**src/euler_to_quaternion_top_assert.svh**
```systemverilog
// Assertion macros shared by the euler_to_quaternion RTL.
// Each macro expects i_clk and i_rst_n in the scope of the module that uses it.
`ifndef EULER_TO_QUATERNION_TOP_ASSERT_SVH
`define EULER_TO_QUATERNION_TOP_ASSERT_SVH

// Condition must never hold while out of reset.
`define E2Q_ASSERT_NEVER(label, cond, msg) \
    label: assert property (@(posedge i_clk) disable iff (!i_rst_n) !(cond)) \
        else $error(msg);

// Consequent must hold in the same cycle as the antecedent.
`define E2Q_ASSERT_IMPLY(label, ante, cons, msg) \
    label: assert property (@(posedge i_clk) disable iff (!i_rst_n) (ante) |-> (cons)) \
        else $error(msg);

// Consequent must hold in the cycle after the antecedent.
`define E2Q_ASSERT_NEXT(label, ante, cons, msg) \
    label: assert property (@(posedge i_clk) disable iff (!i_rst_n) (ante) |=> (cons)) \
        else $error(msg);

`endif

```
**src/e2q_pkg.sv**
```systemverilog
// Shared constants, types and helper functions of the Euler-to-quaternion block.
// No dependencies; every other file of the block but the assertion header refers to it by scoped names.
package e2q_pkg;

    // angle quantization
    localparam int SINE_TABLE_BITS = 10;
    localparam int ANGLE_W         = 16;
    localparam int PHASE_MULT_W    = 31;
    localparam int PROD_W          = ANGLE_W + PHASE_MULT_W;
    localparam int PHASE_SHIFT     = 45 - SINE_TABLE_BITS;
    localparam int PHASE_MSB       = PHASE_SHIFT + SINE_TABLE_BITS - 1;
    // round(2^32 / (2*pi)) : radians to 2^-32 turn
    localparam logic signed [PHASE_MULT_W-1:0] PHASE_MULT = PHASE_MULT_W'(683565276);
    localparam logic signed [PROD_W-1:0]       PHASE_ROUND =
        PROD_W'(1) << (PHASE_SHIFT - 1);

    // CORDIC
    localparam int CORDIC_STEPS = 16;
    localparam int CW           = 34;
    localparam int Z_W          = 30;
    localparam int RESID_LSB    = 32 - SINE_TABLE_BITS;
    localparam int SC_SHIFT     = 16;
    localparam logic signed [CW-1:0] CORDIC_X0 = CW'(652032874);
    localparam logic signed [CW-1:0] SC_ROUND  = CW'(1) << (SC_SHIFT - 1);
    localparam logic signed [CW-1:0] ATAN_TURNS [CORDIC_STEPS] = '{
        CW'(536870912), CW'(316933406), CW'(167458907), CW'(85004756),
        CW'(42667331),  CW'(21354465),  CW'(10680862),  CW'(5340245),
        CW'(2670163),   CW'(1335087),   CW'(667544),    CW'(333772),
        CW'(166886),    CW'(83443),     CW'(41722),     CW'(20861)
    };

    // products and result
    localparam int SC_W    = 16;
    localparam int QUAT_W  = 16;
    localparam int P1_W    = 2 * SC_W;
    localparam int P2_W    = P1_W + SC_W;
    localparam int SUM_W   = P2_W + 1;
    localparam int Q_SHIFT = 28;
    localparam logic signed [SUM_W-1:0] Q_ROUND    = SUM_W'(1) << (Q_SHIFT - 1);
    localparam logic signed [SUM_W-1:0] Q_ONE_WIDE = SUM_W'(16384);
    localparam logic signed [SC_W-1:0]  Q_ONE_SC   = SC_W'(16384);

    // front-to-back queue
    localparam int QUEUE_DEPTH = 4;
    localparam int QUEUE_AW    = $clog2(QUEUE_DEPTH);
    localparam int QUEUE_CW    = QUEUE_AW + 1;

    typedef struct packed {
        logic [SINE_TABLE_BITS-1:0] roll;
        logic [SINE_TABLE_BITS-1:0] yaw;
        logic [SINE_TABLE_BITS-1:0] pitch;
    } t_angles;

    typedef struct packed {
        logic full;
        logic empty;
    } t_queue_status;

    // saturate to plus or minus one in Q1.14
    function automatic logic signed [SC_W-1:0] clamp_one(input logic signed [SUM_W-1:0] v);
        logic signed [SC_W-1:0] res;
        if (v > Q_ONE_WIDE) begin
            res = Q_ONE_SC;
        end else if (v < -Q_ONE_WIDE) begin
            res = -Q_ONE_SC;
        end else begin
            res = v[SC_W-1:0];
        end
        return res;
    endfunction

endpackage

```
**src/e2q_fifo.sv**
```systemverilog
// Short queue of phase-index words between the front end and the back end.
// Depends on e2q_pkg and euler_to_quaternion_top_assert.svh.
`include "euler_to_quaternion_top_assert.svh"

module e2q_fifo (
    input  logic                     i_clk,
    input  logic                     i_rst_n,
    input  logic                     i_push,
    input  e2q_pkg::t_angles         i_data,
    input  logic                     i_pop,
    output e2q_pkg::t_angles         o_head,
    output e2q_pkg::t_queue_status   o_status
);

    e2q_pkg::t_angles                  r_mem [e2q_pkg::QUEUE_DEPTH];
    logic [e2q_pkg::QUEUE_AW-1:0]      r_wr_ptr;
    logic [e2q_pkg::QUEUE_AW-1:0]      r_rd_ptr;
    logic [e2q_pkg::QUEUE_CW-1:0]      r_count;
    logic [e2q_pkg::QUEUE_CW-1:0]      n_count;

    assign o_status.full  = (r_count == e2q_pkg::QUEUE_CW'(e2q_pkg::QUEUE_DEPTH));
    assign o_status.empty = (r_count == '0);
    assign o_head         = r_mem[r_rd_ptr];

    always_comb begin
        n_count = r_count;
        if (i_push && !i_pop) begin
            n_count = r_count + 1'b1;
        end else if (i_pop && !i_push) begin
            n_count = r_count - 1'b1;
        end
    end

    always_ff @(posedge i_clk) begin
        if (!i_rst_n) begin
            r_wr_ptr <= '0;
            r_rd_ptr <= '0;
            r_count  <= '0;
        end else begin
            r_count <= n_count;
            if (i_push) begin
                r_wr_ptr <= r_wr_ptr + 1'b1;
            end
            if (i_pop) begin
                r_rd_ptr <= r_rd_ptr + 1'b1;
            end
        end
    end

    always_ff @(posedge i_clk) begin
        if (i_push) begin
            r_mem[r_wr_ptr] <= i_data;
        end
    end

    `E2Q_ASSERT_NEVER(a_no_overflow, i_push && o_status.full && !i_pop, "push into full queue")
    `E2Q_ASSERT_NEVER(a_no_underflow, i_pop && o_status.empty, "pop from empty queue")
    `E2Q_ASSERT_NEXT(a_count_up, i_push && !i_pop, r_count == $past(r_count) + 1'b1, "count lost a push")

endmodule

```
**config.mk**
```make
export PLATFORM = sky130hd
export DESIGN_NAME = e2q_fifo
export DESIGN_NICKNAME = d
export VERILOG_FILES = /design/src/e2q_pkg.sv /design/src/e2q_fifo.sv
export VERILOG_INCLUDE_DIRS = /design/src /design/src/src
export SDC_FILE = /design/constraint.sdc
export NUM_CORES = 1
export LEC_CHECK = 0
export BUFFER_PORTS_ARGS = -buffer_cell sky130_fd_sc_hd__buf_2
export CAP_MARGIN = 20
export CORE_ASPECT_RATIO = 1.25
export CORE_MARGIN = 2
export CORE_UTILIZATION = 61
export DETAILED_ROUTE_END_ITERATION = 10
export PLACE_DENSITY = 0.94
export RECOVER_POWER = 100
export SKIP_CTS_REPAIR_TIMING = 1
export SYNTH_ARGS = -nofsm -noshare
export SYNTH_HDL_FRONTEND = slang
export SYNTH_SLANG_ARGS = --single-unit
```
**constraint.sdc**
```tcl
create_clock -name i_clk -period 4.85 [get_ports i_clk]
set_clock_uncertainty 0.1 [all_clocks]
set_input_delay 0.7275 -clock i_clk [delete_from_list [all_inputs] [get_ports i_clk]]
set_output_delay 0.7275 -clock i_clk [all_outputs]
set_load 0.02 [all_outputs]
```
Word level (Yosys, flattened, before mapping). Memories as Yosys holds them, arrays and structs flattened. A register that Yosys moved wholly into a read port is not among the register bits. Cells that the tools add are included.

Register bits: 7. Bits in writable memories: 120. Input port bits: 34. Word-level logic and storage cells: 21. Memories: 1.

$add $sub $neg: 4. Eq/ne operators: 1. Muxes and demuxes: 6. Reductions and logical operators: 6.

Memory list: r_mem (depth 4, width 30, rd ports 1, clocked after Yosys merged registers in 1, wr ports 1, line e2q_fifo.sv:15) `e2q_pkg::t_angles r_mem [e2q_pkg::QUEUE_DEPTH];`.

Operator list (count): $mux W3 (2); $add A2 B1 Y2 const B (2); $mux W2 (2); $add A3 B1 Y3 const B (1); $eq A3 B3 Y1 const B (1); $logic_not A3 Y1 (1); $sub A3 B1 Y3 const B (1); $logic_and A1 B1 Y1 (2); $logic_not A1 Y1 (2); $mux W1 (2); $reduce_bool A2 Y1 (1).

Longest topological paths before layout.
Depth in word-level cells: 4. Gate-level depth with buffers: 7. Mapped depth without buffers: 7.

Least setup slack after synthesis. OpenSTA, ideal clock, no wires.

Path type: input port to flip-flop. From: in i_pop. To: reg r_count[2] (netlist bit). Library setup time: 0.076 ns. Data arrival time: 1.929 ns. Required time: 4.674 ns. Path slack: 2.746 ns. Cell stages on the path: 7. Buffers on the path: 0. Cell sequence: inv_1 > ha_1 > inv_1 > fa_1 > xor2_1 > or3_1 > a21boi_0.

Word-level cells in the longest chain between the ends: 3. Elaborated cells between the ends (all ways): 5.

Ends and longest elaborated chain: start, declared (line e2q_fifo.sv:10) `input logic i_pop,`; $logic_not A1 Y1 (line e2q_fifo.sv:27) `if (i_push && !i_pop) begin`; $logic_and A1 B1 Y1 (line e2q_fifo.sv:27); $mux W3 or $reduce_bool A2 Y1 (tied branches); end signal, assigned (line e2q_fifo.sv:40) `r_count <= n_count;`; end, declared (line e2q_fifo.sv:18) `logic [e2q_pkg::QUEUE_CW-1:0] r_count;`.

Several ways; a longest one is shown, not always the timed one. A chain may end at the register's enable or synchronous reset.

==> results by group <==
Detailed routing
  • Remaining antenna violation count: 0
  • Routed length per instance: 21.2 um
  • Routed WL: 8.25 mm
  • Vias per cell: 5.71
  • Initial DRT Pass Iterations: 4
  • Iter 0 DRT Violations: 136
  • Vias: 2226
  • DRC Markers: 0

CTS
  • Reg clk slew, reported paths: 0.06 ns
  • CTS Sinks: 129
  • Cts bufs inserted: 17
  • CTS tree: yes
  • Root buf cell: clkbuf_8
  • Htree depth: 4
  • Worst-skew pair later-pin latency: 0.51 ns
  • Clk buf depth: 2

Hold path
  • Hold Path Class: in2reg

Floorplanning
  • Die height: 103 um
  • Die footprint: 8550 sq um
  • I/O pin count: 66
  • DIE WIDTH: 83.1 um
  • Core Area: 7700 sq um
  • # rows: 36
  • Initial Utilization: 0.620

Synth
  • Yosys top cell by area: edfxtp_1
  • Cells after Synth: 199
  • Synthesized Nets: 239
  • Post-synthesis area per instance: 24.0 sq um
  • Sequential area share after synthesis: 0.793
  • Number of synthesized register bits: 129
  • Warnings from Yosys: 0
  • Mapped cell area: 4770 sq um
  • Main area contributors after synthesis: edfxtp_1, mux4_2, dfxtp_1
  • Yosys cell types: 19
  • Share of the synthesized area in the top cell type: 0.755

Power and ir drop
  • Internal power: 0.00205 W
  • Leakage: 1.81 nW
  • PwrDens: 470 nW/um^2
  • Clock network power share: 0.411
  • Switch share: 0.229
  • Logic gate share of total power: 0.097
  • Seq pwr share: 0.492
  • Net Switching: 0.000608 W
  • Peak supply drop: 0.316 mV

Finish
  • Commonest cells after routing, fill and taps aside: edfxtp_1, clkbuf_1, mux4_2
  • Fin cells: 390
  • Nets: 322
  • Final-layout fill cell count: 447
  • Area Overhead vs Synth: 18.3%
  • Post-route cell area: 5650 sq um
  • Most common cell after layout, fill and taps aside: edfxtp_1
  • Ant diodes: 0
  • Layout cells sized above 1: 0.214

Setup path
  • Critical path's top delay family: buffers and inverters
  • Req. time, crit path: 4.02 ns
  • Reg-to-reg critical path startpoint: r_wr_ptr[0]
  • Cell Chain, Critical Path: clkbuf_1 -> mux4_2 -> clkbuf_1
  • Instance count on the critical path: 3
  • Reg2Reg Setup Slack: 2.08 ns
  • Worst setup SP type: register
  • Arr. time, crit path: 2.89 ns
  • RR Endpoint: r_mem[2][18]
  • WS Path Type: reg2out
  • Buf+Inv Stages, Crit Path: 2
  • Worst reg2reg path depth: 4
  • CP dominant cell by count: clkbuf_1
  • Worst Setup EP: o_head[13]
  • Worst Path Max Fanout: 22
  • Crit path capture type: output port
  • Slowest CP cell: clkbuf_1
  • CP max stage delay: 1.10 ns

Placed design
  • Port Buffers: 65
  • DP Wirelength: 4.91 mm
  • Gpl congestion: 0.739
  • Pre-CTS WS: 2.12 ns
  • DP Cell Count: 357
  • Placed Area: 5200 sq um

STA
  • RSZ-0062 raised after global routing: no
  • TNS Setup: 0 ns
  • Hold slack: 0.377 ns
  • Worst slew margin: -0.497
  • Final worst path period share: 0.767
  • Setup WS post-layout: 1.13 ns
  • Hold Vio Cnt, Final: 0
  • Slew Limit Fails: 31
  • Fin crit period: 3.72 ns
  • Worst Max-Slew Pin Slew: 2.24 ns
  • Final Setup Violations: 0
  • Max Freq: 0.269 GHz

Global route
  • Largest net degree at the start of global routing: 31
  • GRT Total Usage: 0.207
  • Vias in the first global route: 2325
  • First-pass GRT wire length: 12.5 mm
  • Initial antenna violation count: 0
  • Grt ovf: 0

Outcome
  • Failing checks: capacitance limit, slew limit
  • Status: finished with violations

Run
  • Total of max-cap violations: 1
-- how the worst min path moves through the flow --
stage	startpoint	end	slack [ns]	cells after the start
3_5_place_dp	r_count[2]	r_count[2]	0.42	2
4_1_cts	i_data[12]	r_mem[2][12]	0.31	1
2_1_floorplan	r_count[2]	r_count[2]	0.37	2
5_1_grt	i_data[20]	r_mem[0][20]	0.37	1
3_3_place_gp	r_count[2]	r_count[2]	0.39	2
6_report	i_data[12]	r_mem[2][12]	0.38	1
-- cell type report --
class,instances,area (sq um),share of cell area
clock buffers,19,422,0.0747
flip-flops and latches,129,3780,0.670
repair buffers,70,285,0.0505
clock inverters,13,96.3,0.0171
inverters,4,15.0,0.00266
multi-input cells,60,926,0.164
well taps,95,119,0.0211
-- per-layer routing --
metal / vias to the layer above / track usage / wire length, um
li1: 996 / - / -
met1: 1122 / 0.254 / 3240
met2: 84 / 0.336 / 4360
met3: 24 / 0.0600 / 378
met4: 0 / 0.119 / 274
met5: - / 0 / 0
-- flip-flops by register name, summed over array words and instances, names as in the netlist, named ones only --
signal,cells
r_wr_ptr,2
r_rd_ptr,2
r_count,3
r_mem,120
-- kinds of logic after synthesis --
family	count (synthesis)	synth area share
AO/OA/AOI/OAI	2	0.00262
XOR/XNOR	5	0.00918
adder cells (fa/ha/maj)	6	0.0173
buffers and inverters	10	0.0134
flip-flops	129	0.793
multiplexers	32	0.146
AND/OR/NAND/NOR	15	0.0191
-- metrics by stage --
| stage | total power (W) | utilization |
|---|---|---|
| floorplan | 0.00150 | - |
| global placement | 0.00158 | 0.675 |
| detailed placement | 0.00159 | 0.675 |
| CTS | 0.00268 | 0.743 |
| global route | 0.00274 | 0.733 |
| finish | 0.00265 | 0.733 |
-- power groups by stage --
stage | clock network (W) | registers (W) | logic (W)
floorplan | 0 | 0.00131 | 0.000187
global placement | 0 | 0.00133 | 0.000249
detailed placement | 0 | 0.00134 | 0.000257
CTS | 0.00111 | 0.00132 | 0.000260
global route | 0.00115 | 0.00131 | 0.000277
finish | 0.00109 | 0.00131 | 0.000257
-- cell usage after synthesis --
master	n
mux2i_1	2
buf_6	3
a21boi_0	1
and2_1	9
edfxtp_1	120
nand2_1	1
nor3_1	1
nor2b_1	2
xor2_1	3
mux4_2	30
xnor2_1	2
inv_1	4
fa_1	1
ha_1	5
o21ai_0	1
nor3b_1	1
or3_1	1
dfxtp_1	9
buf_2	3
Note: power is estimated with default switching activity, not from simulation.
