--- src/euler_to_quaternion_top_assert.svh ---
// Assertion macros shared by the euler_to_quaternion RTL.
// Each macro expects i_clk and i_rst_n in the scope of the module that uses it.
`ifndef EULER_TO_QUATERNION_TOP_ASSERT_SVH
`define EULER_TO_QUATERNION_TOP_ASSERT_SVH

// Condition must never hold while out of reset.
`define E2Q_ASSERT_NEVER(label, cond, msg) \
    label: assert property (@(posedge i_clk) disable iff (!i_rst_n) !(cond)) \
        else $error(msg);

// Consequent must hold in the same cycle as the antecedent.
`define E2Q_ASSERT_IMPLY(label, ante, cons, msg) \
    label: assert property (@(posedge i_clk) disable iff (!i_rst_n) (ante) |-> (cons)) \
        else $error(msg);

// Consequent must hold in the cycle after the antecedent.
`define E2Q_ASSERT_NEXT(label, ante, cons, msg) \
    label: assert property (@(posedge i_clk) disable iff (!i_rst_n) (ante) |=> (cons)) \
        else $error(msg);

`endif

--- src/e2q_pkg.sv ---
// Shared constants, types and helper functions of the Euler-to-quaternion block.
// No dependencies; every other file of the block but the assertion header refers to it by scoped names.
package e2q_pkg;

    // angle quantization
    localparam int SINE_TABLE_BITS = 10;
    localparam int ANGLE_W         = 16;
    localparam int PHASE_MULT_W    = 31;
    localparam int PROD_W          = ANGLE_W + PHASE_MULT_W;
    localparam int PHASE_SHIFT     = 45 - SINE_TABLE_BITS;
    localparam int PHASE_MSB       = PHASE_SHIFT + SINE_TABLE_BITS - 1;
    // round(2^32 / (2*pi)) : radians to 2^-32 turn
    localparam logic signed [PHASE_MULT_W-1:0] PHASE_MULT = PHASE_MULT_W'(683565276);
    localparam logic signed [PROD_W-1:0]       PHASE_ROUND =
        PROD_W'(1) << (PHASE_SHIFT - 1);

    // CORDIC
    localparam int CORDIC_STEPS = 16;
    localparam int CW           = 34;
    localparam int Z_W          = 30;
    localparam int RESID_LSB    = 32 - SINE_TABLE_BITS;
    localparam int SC_SHIFT     = 16;
    localparam logic signed [CW-1:0] CORDIC_X0 = CW'(652032874);
    localparam logic signed [CW-1:0] SC_ROUND  = CW'(1) << (SC_SHIFT - 1);
    localparam logic signed [CW-1:0] ATAN_TURNS [CORDIC_STEPS] = '{
        CW'(536870912), CW'(316933406), CW'(167458907), CW'(85004756),
        CW'(42667331),  CW'(21354465),  CW'(10680862),  CW'(5340245),
        CW'(2670163),   CW'(1335087),   CW'(667544),    CW'(333772),
        CW'(166886),    CW'(83443),     CW'(41722),     CW'(20861)
    };

    // products and result
    localparam int SC_W    = 16;
    localparam int QUAT_W  = 16;
    localparam int P1_W    = 2 * SC_W;
    localparam int P2_W    = P1_W + SC_W;
    localparam int SUM_W   = P2_W + 1;
    localparam int Q_SHIFT = 28;
    localparam logic signed [SUM_W-1:0] Q_ROUND    = SUM_W'(1) << (Q_SHIFT - 1);
    localparam logic signed [SUM_W-1:0] Q_ONE_WIDE = SUM_W'(16384);
    localparam logic signed [SC_W-1:0]  Q_ONE_SC   = SC_W'(16384);

    // front-to-back queue
    localparam int QUEUE_DEPTH = 4;
    localparam int QUEUE_AW    = $clog2(QUEUE_DEPTH);
    localparam int QUEUE_CW    = QUEUE_AW + 1;

    typedef struct packed {
        logic [SINE_TABLE_BITS-1:0] roll;
        logic [SINE_TABLE_BITS-1:0] yaw;
        logic [SINE_TABLE_BITS-1:0] pitch;
    } t_angles;

    typedef struct packed {
        logic full;
        logic empty;
    } t_queue_status;

    // saturate to plus or minus one in Q1.14
    function automatic logic signed [SC_W-1:0] clamp_one(input logic signed [SUM_W-1:0] v);
        logic signed [SC_W-1:0] res;
        if (v > Q_ONE_WIDE) begin
            res = Q_ONE_SC;
        end else if (v < -Q_ONE_WIDE) begin
            res = -Q_ONE_SC;
        end else begin
            res = v[SC_W-1:0];
        end
        return res;
    endfunction

endpackage

--- src/e2q_front.sv ---
// Front end: accepts angle words, scales them to turns and forms the phase indices.
// Depends on e2q_pkg; feeds e2q_fifo.
module e2q_front (
    input  logic                                 i_clk,
    input  logic                                 i_rst_n,
    input  logic                                 i_valid,
    output logic                                 o_stall,
    input  logic signed [e2q_pkg::ANGLE_W-1:0]   i_roll_angle,
    input  logic signed [e2q_pkg::ANGLE_W-1:0]   i_yaw_angle,
    input  logic signed [e2q_pkg::ANGLE_W-1:0]   i_pitch_angle,
    input  e2q_pkg::t_queue_status               i_queue,
    output logic                                 o_push,
    output e2q_pkg::t_angles                     o_data
);

    logic                                r_valid;
    logic                                n_valid;
    logic signed [e2q_pkg::PROD_W-1:0]   r_prod_roll;
    logic signed [e2q_pkg::PROD_W-1:0]   r_prod_yaw;
    logic signed [e2q_pkg::PROD_W-1:0]   r_prod_pitch;
    logic signed [e2q_pkg::PROD_W-1:0]   w_sum_roll;
    logic signed [e2q_pkg::PROD_W-1:0]   w_sum_yaw;
    logic signed [e2q_pkg::PROD_W-1:0]   w_sum_pitch;
    logic                                w_accept;

    // hold the input while the staged word cannot enter the queue
    assign o_stall  = r_valid && i_queue.full;
    assign w_accept = i_valid && !o_stall;
    assign o_push   = r_valid && !i_queue.full;

    always_comb begin
        n_valid = r_valid;
        if (w_accept) begin
            n_valid = 1'b1;
        end else if (o_push) begin
            n_valid = 1'b0;
        end
    end

    always_ff @(posedge i_clk) begin
        if (!i_rst_n) begin
            r_valid <= 1'b0;
        end else begin
            r_valid <= n_valid;
        end
    end

    // half angle in turns: the factor one half is folded into the shift
    always_ff @(posedge i_clk) begin
        if (w_accept) begin
            r_prod_roll  <= i_roll_angle * e2q_pkg::PHASE_MULT;
            r_prod_yaw   <= i_yaw_angle * e2q_pkg::PHASE_MULT;
            r_prod_pitch <= i_pitch_angle * e2q_pkg::PHASE_MULT;
        end
    end

    // round half up, keep the index modulo one turn
    assign w_sum_roll  = r_prod_roll + e2q_pkg::PHASE_ROUND;
    assign w_sum_yaw   = r_prod_yaw + e2q_pkg::PHASE_ROUND;
    assign w_sum_pitch = r_prod_pitch + e2q_pkg::PHASE_ROUND;

    assign o_data.roll  = w_sum_roll[e2q_pkg::PHASE_MSB:e2q_pkg::PHASE_SHIFT];
    assign o_data.yaw   = w_sum_yaw[e2q_pkg::PHASE_MSB:e2q_pkg::PHASE_SHIFT];
    assign o_data.pitch = w_sum_pitch[e2q_pkg::PHASE_MSB:e2q_pkg::PHASE_SHIFT];

endmodule

--- config.mk ---
export PLATFORM = sky130hd
export DESIGN_NAME = e2q_front
export DESIGN_NICKNAME = d
export VERILOG_FILES = /design/src/euler_to_quaternion_top_assert.svh /design/src/e2q_pkg.sv /design/src/e2q_front.sv
export SDC_FILE = /design/constraint.sdc
export NUM_CORES = 1
export LEC_CHECK = 0
export BUFFER_PORTS_ARGS = -buffer_cell sky130_fd_sc_hd__buf_2
export CAP_MARGIN = 20
export CELL_PAD_IN_SITES_DETAIL_PLACEMENT = 1
export CELL_PAD_IN_SITES_GLOBAL_PLACEMENT = 2
export CORE_MARGIN = 2
export CORE_UTILIZATION = 43
export CTS_CLUSTER_DIAMETER = 80
export DETAILED_ROUTE_END_ITERATION = 16
export HOLD_SLACK_MARGIN = 0.02
export MAX_ROUTING_LAYER = met4
export PLACE_DENSITY = 0.85
export SETUP_SLACK_MARGIN = 0.3
export SYNTH_ARGS = -nofsm -noshare
export SYNTH_HDL_FRONTEND = slang
export SYNTH_SLANG_ARGS = --single-unit
--- constraint.sdc ---
create_clock -name i_clk -period 6.15 [get_ports i_clk]
set_clock_uncertainty 0.15 [all_clocks]
set_input_delay 0.3075 -clock i_clk [delete_from_list [all_inputs] [get_ports i_clk]]
set_output_delay 0.3075 -clock i_clk [all_outputs]
set_load 0.01 [all_outputs]
Word level (Yosys, flattened, before mapping)
Cells that the tools add are included.
{"block": "totals", "register_bits": 130, "latch_bits": 0, "ramBits": 0, "mem_bits_ro": 0, "in_bits": 53, "output_inout_bits": 32, "wordCells": 18, "mem_count": 0}
{"block": "op_classes", "n_addsub": 3, "n_mul": 3, "n_div": 0, "magnitude_cmp": 0, "n_eq_ne": 0, "shifts": 0, "mux": 2, "n_bitwise": 0, "n_reduce_logical": 6}
{"operator": "$add A45 B36 Y45 const B", "count": 3}
{"operator": "$mul A16 B29 Y43 const B", "count": 3}
{"operator": "$logic_and A1 B1 Y1", "count": 3}
{"operator": "$logic_not A1 Y1", "count": 2}
{"operator": "$mux W1", "count": 2}
{"operator": "$reduce_bool A2 Y1", "count": 1}

Longest topological paths before layout
{"block": "depth", "word_depth": 4, "mapped_depth": 22, "depth_no_buf": 21}

Least setup slack after synthesis
No wires, ideal clock.
{"block": "synth_timing", "path_type": "input port to flip-flop", "startpoint": "in i_roll_angle[4] (netlist name)", "endpoint": "reg r_prod_roll[40] (netlist name), data pin", "setup_time_ns": 0.259, "arrival_time_ns": 5.196, "required_time_ns": 5.741, "slack_ns": 0.545, "stages": 19, "n_path_buf": 0, "cell_sequence": "fa_1 -> inv_1 -> fa_1 -> fa_1 -> inv_1 -> fa_1 -> fa_1 -> inv_1 -> fa_1 -> inv_1 -> ha_1 -> a211o_1 -> a31oi_1 -> o21ai_0 -> a211o_1 -> o221ai_1 -> nand2b_1 -> a21oi_1 -> xnor2_1"}
{"block": "synth_between", "elab_chain_len": 1}
{"element": "start: declaration", "line": "e2q_front.sv:8", "rtl": "input logic signed [e2q_pkg::ANGLE_W-1:0] i_roll_angle,"}
{"element": "$mul A16 B29 Y43", "line": "e2q_front.sv:51", "rtl": "r_prod_roll <= i_roll_angle * e2q_pkg::PHASE_MULT;"}
{"element": "end signal: assignment", "line": "e2q_front.sv:51"}
{"element": "end: declaration", "line": "e2q_front.sv:18", "rtl": "logic signed [e2q_pkg::PROD_W-1:0] r_prod_roll;"}
Every way passes these cells.
A chain may end at the register's enable or synchronous reset.

Final worst setup path
{"block": "layout_timing", "startpoint": "in i_roll_angle[4] (netlist name)", "endpoint": "reg r_prod_roll[42] (netlist name), data pin"}
Same word-level chain as after synthesis.

==> run metrics <==
Area Overhead vs Synth 12.8%; Arr. time, crit path 5.66 ns; hold path start i_rst_n; CP required 6.02 ns; first-pass GRT wire length 101000 um; origin of the critical flop-to-flop path r_valid; final period demand of the worst path ~5.8 ns; routed via count 16.0k; Post-Synth XOR/XNOR Area 0.0252; achievable frequency around 170 MHz; number of max-cap violations 0; Final Wtd Congestion 0.935; actual slew at the worst max-slew pin 1.00 ns; period utilization 0.942; Final setup viols 0; clk_lat worst skew 0.29 ns; CTS tree built; Chip Width 231 um; DRC 0; initial antenna violation count 0; slew margin rel. 0.329; Iteration-0 DRC Markers 568; vias in the first global route 18.8k; worst r2r path cells 2; post-synthesis mux area share 0.000450; Worst Hold End r_valid; Die Footprint approximately 54000 um2; Vias/cell between 5 and 6; crit path kind input pin to flop; setup TNS 0 ns; Clk Tree Root Cell clkbuf_16; Mean Syn Cell Area 9.92 um2; layout cell share with drive strength beyond 1 0.130; Final Slew Violations 0; htree depth 2; layout net count 3511; Async S/R FF share, synth 0; Final ANT Viol Nets 0; worst hold stages 2; Pre-antenna DRT Iters 4; Synth Area in Compound Gates 0.0688; clk slew on worst S/H paths around 0.060 ns; final hold viol count 0; Post-synth EDFFs 33; ANT cells 0; core area 51200 um2; Post-Synth Simple-Gate Area 0.0520; Worst setup SP type input pin; FF+latch count, synth 34; Clock Path Buffers 2; Post-Syn Nets 3276; total track usage 0.246; clock sink total 34; DP HPWL 56500 um; largest net degree at the start of global routing 34; reg-to-reg slack, setup about 4.3 ns; port bufs 83; Hold Buf Count CTS 0; Die Y ~230 um; Reg-to-Reg End r_prod_pitch[43]; unique cell type count in the Yosys netlist 63; Crit Path Max Fanout 5; CTS Buf Count 5; Syn Std Cell Area roughly 22000 um2; Avg WL per Cell ~19 um; largest family of logic cells by synthesized area adder cells; status completed; sequential area share after synthesis 0.0454; WL final 60900 um; Starting Density 0.435; # IOs 85; ys flop type edfxtp_1; global route overflow 0; Syn. warnings 0; Synth Area in Adders 0.689; CP Capture Type flop; RSZ-0062 raised after global routing true; worst min path class input pin to flop; Post-Synthesis Cells 2242; num rows 83
[placed cells by master, fill, tap and decap left out, types with 35 or more instances in the layout]
master   synthesis  layout
fa_1           406     396
buf_4            0     144
ha_1           575     567
nand3_1         37      35
inv_1          703     696
nor2_1          37      37
xnor2_1         47      47
a21oi_1         74      62
nand2_1         52      51
buf_2            3      79
a21o_1          35      35
[critical path, cell delays in order]
cell	delay, ns
buf_8	0.10
fa_2	0.50
buf_6	0.14
fa_1	0.49
inv_1	0.05
fa_1	0.52
inv_2	0.05
fa_2	0.52
inv_2	0.04
fa_2	0.56
inv_2	0.04
fa_2	0.55
ha_4	0.21
buf_6	0.12
nand4_1	0.10
nor2_1	0.06
nand2_1	0.09
a21oi_2	0.05
o41ai_2	0.39
buf_4	0.20
nand2_4	0.05
buf_6	0.13
a211oi_4	0.25
xnor2_1	0.12
[synth_stat cells (all sizes together), types with 7 or more instances]
library cell / n / area [um2]
xor2: 17 / 149
nand2: 52 / 195
or2: 12 / 75.1
xnor2: 47 / 412
edfxtp: 33 / 991
and3: 15 / 93.8
a211oi: 9 / 77.6
o21ai: 40 / 204
a31oi: 7 / 58.8
o21bai: 7 / 56.3
nor2b: 8 / 50.1
nand3: 37 / 185
nor3: 15 / 75.1
o211ai: 8 / 60.1
fa: 406 / 8130
inv: 703 / 2640
a21o: 35 / 263
nor2: 38 / 145
nand4: 23 / 150
ha: 575 / 7190
a21oi: 74 / 370
[final cells by class]
type,instances,area [um2]
Clock buffer,6,129
Clock inverter,2,13.8
Fill cell,5794,26100
Inverter,703,2640
Multi-Input combinational cell,1501,18900
Sequential cell,34,1010
Tap cell,680,851
Timing Repair Buffer,232,1580
[metal layers]
layer  up-vias  wire [um]  part of all wire  global-route usage
li1       7572          -                 -                   -
met1      8273      27600              0.45               0.320
met2       152      31500              0.52               0.438
met3        31       1060             0.017              0.0127
met4         0        665             0.011              0.0260
met5         -          0                 0                   -
[worst max-delay path by stage]
stage                          from              end  slack [ns]  cells past startpoint
floorplan           i_roll_angle[4]  r_prod_roll[40]        0.55                     19
global placement    i_roll_angle[4]  r_prod_roll[39]       -0.15                     21
detailed placement  i_roll_angle[4]  r_prod_roll[40]       -0.20                     22
CTS                 i_roll_angle[6]  r_prod_roll[40]        0.32                     21
global route        i_roll_angle[4]  r_prod_roll[42]        0.23                     24
finish              i_roll_angle[4]  r_prod_roll[42]        0.36                     24
[flip-flops by register name, indices dropped and copies added, names as in the netlist]
name and cells:
r_prod_roll 11, r_valid 1, r_prod_pitch 11, r_prod_yaw 11
[repair_timing]
| item | 4_1_cts | 5_1_grt |
|---|---|---|
| buffers inserted | 2 | 6 |
| endpoints found under the setup margin | 8 | 26 |
| gates resized for setup | 10 | 74 |
| pin swaps | 6 | 38 |
[kinds of logic after synthesis]
group | Yosys count
buffers and inverters | 707
and+or+nand+nor | 225
xor gates and xnor gates | 64
muxes | 1
DFF | 34
adders and majority gates | 981
AOI/OAI and AO/OA | 230
[metrics by stage]
| step | setup slack (ns) | instances | cell area (um2) | hold WS [ns] | util |
|---|---|---|---|---|---|
| after floorplan | 0.545 | 2242 | 22200 | 0.275 | - |
| after global placement | -0.150 | 3142 | 24600 | 0.358 | 0.480 |
| after detailed placement | -0.199 | 3142 | 24600 | 0.372 | 0.480 |
| after CTS | 0.319 | 3152 | 24800 | 0.0661 | 0.484 |
| after global routing | 0.231 | 3158 | 25100 | 0.0963 | 0.490 |
| final | 0.359 | 3158 | 25100 | 0.0679 | 0.490 |
Power is not shown: default switching activity piles up to over one toggle a cycle in this logic, so the estimate is an artifact.
